===== config.mk =====
export PLATFORM = sky130hd
export DESIGN_NAME = cled_ram
export DESIGN_NICKNAME = d
export VERILOG_FILES = /design/src/rtl/core/cled_ram.sv
export SDC_FILE = /design/constraint.sdc
export NUM_CORES = 1
export LEC_CHECK = 0
export BUFFER_PORTS_ARGS = -buffer_cell sky130_fd_sc_hd__buf_2
export CAP_MARGIN = 20
export CELL_PAD_IN_SITES_DETAIL_PLACEMENT = 0
export CELL_PAD_IN_SITES_GLOBAL_PLACEMENT = 1
export CORE_MARGIN = 5
export CORE_UTILIZATION = 34
export CTS_CLUSTER_SIZE = 30
export DETAILED_ROUTE_END_ITERATION = 6
export GPL_TIMING_DRIVEN = 0
export PLACE_DENSITY_LB_ADDON = 0.1
export REMOVE_ABC_BUFFERS = 1
export SLEW_MARGIN = 30
export SYNTH_ARGS = -nofsm -noshare
export SYNTH_HDL_FRONTEND = slang
export SYNTH_SLANG_ARGS = --single-unit

===== constraint.sdc =====
create_clock -name clk -period 2 [get_ports clk]
set_clock_uncertainty 0.15 [all_clocks]
set_input_delay 0.1 -clock clk [delete_from_list [all_inputs] [get_ports clk]]
set_output_delay 0.1 -clock clk [all_outputs]
set_load 0.01 [all_outputs]

===== src/rtl/core/cled_ram.sv =====
// generic single-port-write, single-read ram with registered read data
module cled_ram #(
  parameter int Width = 8,
  parameter int Depth = 32
) (
  input  logic                     clk,
  input  logic                     we,
  input  logic [$clog2(Depth)-1:0] waddr,
  input  logic [Width-1:0]         wdata,
  input  logic [$clog2(Depth)-1:0] raddr,
  output logic [Width-1:0]         rdata
);

  logic [Width-1:0] mem [Depth];

  always_ff @(posedge clk) begin
    if (we) begin
      mem[waddr] <= wdata;
    end
    rdata <= mem[raddr];
  end

endmodule


==> results.sh <==
export IMPL_run_status="completed"
export IMPL_cts_sink_count=264
export IMPL_syn_to_final_growth_pct=16.38
export IMPL_hold_path_startpoint="wdata[4]"
export IMPL_place_gp_congestion=0.6868
export IMPL_setup_violations=0
export IMPL_cts_buffers=28
export IMPL_timing_hold_worst_class="primary input to register"
export IMPL_setup_slack_ps=22.20
export IMPL_synth_edf_count=256
export IMPL_grt_pass1_vias=4732
export IMPL_clk_root_buffer_cell="sky130_fd_sc_hd__clkbuf_16"
export IMPL_clk_pin_slew_ps=60
export IMPL_start_util_pct=34.19
export IMPL_insertedDiodeCount=0
export IMPL_postRouteWirelength_microns=21970
export IMPL_io_pins=28
export IMPL_worst_r2r_endpoint="rdata[6]"
export IMPL_rsz0062_at_grt="true"
export IMPL_synth_async_sr_flop_share_pct=0
export IMPL_power_density_nw_per_um2=1020
export IMPL_die_width_microns=182.0
export IMPL_rows=63
export IMPL_final_util_pct=39.79
export IMPL_fp_coreArea_sq_um=29400
export IMPL_synth_largest_type_area_fraction_pct=76.47
export IMPL_number_of_maximum_capacitance_violations=0
export IMPL_tns_ps=0
export IMPL_syn_area_sq_um=10050
export IMPL_dieArea_sq_um=33110
export IMPL_timing_reg2reg_worst_path_depth=3
export IMPL_tightest_slew_ps=905.4
export IMPL_hold_viol_final=0
export IMPL_required_ps=2250
export IMPL_synth_top_cells_by_area="sky130_fd_sc_hd__edfxtp_1, sky130_fd_sc_hd__mux4_2, sky130_fd_sc_hd__dfxtp_1"
export IMPL_drt_vias_per_instance=4.936
export IMPL_hold_path_depth=1
export IMPL_synth_top_cells_by_count="sky130_fd_sc_hd__edfxtp_1, sky130_fd_sc_hd__mux4_2, sky130_fd_sc_hd__nor2_1"
export IMPL_synth_seq_cells=264
export IMPL_antenna_left=0
export IMPL_route_detailed_wl_per_inst_microns=25.08
export IMPL_final_routed_drc_violation_total=0
export IMPL_grt_pass1_wl_microns=31840
export IMPL_most_repeated_cell_in_the_gate_level_netlist_after_synthesis="sky130_fd_sc_hd__edfxtp_1"
export IMPL_drt_pass1_iterations=4
export IMPL_timing_final_max_slew_violations=0
export IMPL_io_buffer_count=27
export IMPL_grt_overflow_total=0
export IMPL_synth_cell_types=15
export IMPL_final_nets=485
export IMPL_post_synth_top_area_cell="sky130_fd_sc_hd__edfxtp_1"
export IMPL_global_route_usage_total_pct=13.23
export IMPL_clock_latency_ps=530
export IMPL_crit_arrival_ps=2230
export IMPL_power_leakage_nw=3.632
export IMPL_post_cts_repair_setup_buffers=0
export IMPL_sequential_element_share_of_the_synthesized_area_pct=78.06
export IMPL_period_share_pct=98.89
export IMPL_path_class="register to register"
export IMPL_grt_max_degree=38
export IMPL_dpl_hpwl_microns=13280
export IMPL_worst_slew_margin_rel_pct=39.41
export IMPL_final_min_clock_period_ps=1978
export IMPL_initialDrtViolationCount=355
export IMPL_die_height_microns=182.0
export IMPL_synthesis_area_per_instance_sq_um=24.11
export IMPL_deepest_level_of_the_cts_h_tree=1
export IMPL_cts_max_path_buffers=3
export IMPL_rrSetupSlack_ps=20
export IMPL_synth_warning_count=0
export IMPL_hold_path_endpoint="mem[14][4]"
export IMPL_tritoncts="done"
export IMPL_critical_path_endpoint_type="register"
export IMPL_num_vias=4324
export IMPL_r2r_start="mem[26][6]"
export IMPL_crit_path_start="mem[26][6]"
export IMPL_hold_ws_ps=22.04
export IMPL_post_route_cells_drive_above_1_share_pct=33.13
export IMPL_postSynthCellCount=417
export IMPL_maximum_vdd_drop_uv=624.7
export IMPL_fmax_ghz=0.5056
export IMPL_preCtsSetupSlack_ps=-558.2
export IMPL_setup_worst_path_start_class="register"
export IMPL_worst_path_max_fanout=1
export IMPL_number_of_antenna_violations_at_the_first_check_in_global_routing=0
export IMPL_ys_dominant_reg_cell="sky130_fd_sc_hd__edfxtp_1"
metrics by stage:
stage               instance area (sq um)  cells  power [mW]
detailed placement                  10640    816       6.911
floorplan                            9947    397       6.551
global route                        11700    876       12.36
CTS                                 11660    875       12.07
finish                              11700    876       11.93
global placement                    10570    814       6.883
state kept, by name (all words and copies together), names as in the netlist:
| signal | cells |
|---|---|
| mem | 256 |
| rdata | 8 |
placed cells by master (no fill, tap or decap), types with 3 or more instances in the layout:
master / n
sky130_fd_sc_hd__nand3b_1: 5
sky130_fd_sc_hd__dlygate4sd3_1: 8
sky130_fd_sc_hd__buf_2: 25
sky130_fd_sc_hd__mux2_4: 7
sky130_fd_sc_hd__mux4_2: 80
sky130_fd_sc_hd__clkbuf_1: 5
sky130_fd_sc_hd__or3b_2: 3
sky130_fd_sc_hd__clkbuf_16: 30
sky130_fd_sc_hd__nor2_1: 33
sky130_fd_sc_hd__clkinv_1: 6
sky130_fd_sc_hd__dfxtp_1: 8
sky130_fd_sc_hd__edfxtp_1: 256
sky130_fd_sc_hd__clkbuf_8: 6
layer usage:
metal / GRT usage [%] / up-vias / wire length (microns) / part of all wire (%)
met5: 0 / - / 0 / 0
met4: 3.122 / 0 / 407 / 1.9
met3: 2.183 / 31 / 1009 / 4.6
met2: 20.24 / 82 / 10140 / 46
met1: 19.99 / 2338 / 10410 / 47
li1: - / 1873 / - / -
cells by family after synthesis:
group	synth area share (%)
buf+inv	1.058
flops	78.06
mux	18.82
simple gates	2.066
report_power, final:
part / total, mW / leakage (nW) / switching (mW) / internal [mW]
Sequential: 6.17 / 2.37 / 0.0179 / 6.15
Combinational: 0.635 / 0.806 / 0.356 / 0.278
Clock: 5.12 / 0.452 / 2.02 / 3.11
final cells by class:
type / count / area, sq um
sequential: 264 / 7848
fill: 2602 / 17700
timing repair buffer: 38 / 311.5
clock buffer: 40 / 827.0
multi-input combinational: 133 / 2126
clock inverter: 11 / 100.1
tap: 390 / 488.0
critical path, cell delays in order (launching register included):
cell and delay, ps:
sky130_fd_sc_hd__edfxtp_1 370, sky130_fd_sc_hd__mux4_2 500, sky130_fd_sc_hd__mux4_2 530, sky130_fd_sc_hd__mux2_4 300
worst max-delay path by stage:
stage	endpoint	slack, ps	depth (start not counted)
floorplan	rdata[0]	240	3
global placement	rdata[1]	-1940	4
detailed placement	rdata[6]	-560	5
CTS	rdata[2]	-4	3
global route	rdata[2]	-30	3
finish	rdata[6]	20	3
repair_timing:
item / 4_1_cts / 5_1_grt
endpoints found under the setup margin: 2 / 8
endpoints found under the hold margin: 193 / 0
resized for setup: 2 / 5
gates cloned: 0 / 1
hold buffers: 8 / 0
Power figures use the tool's default switching activity.
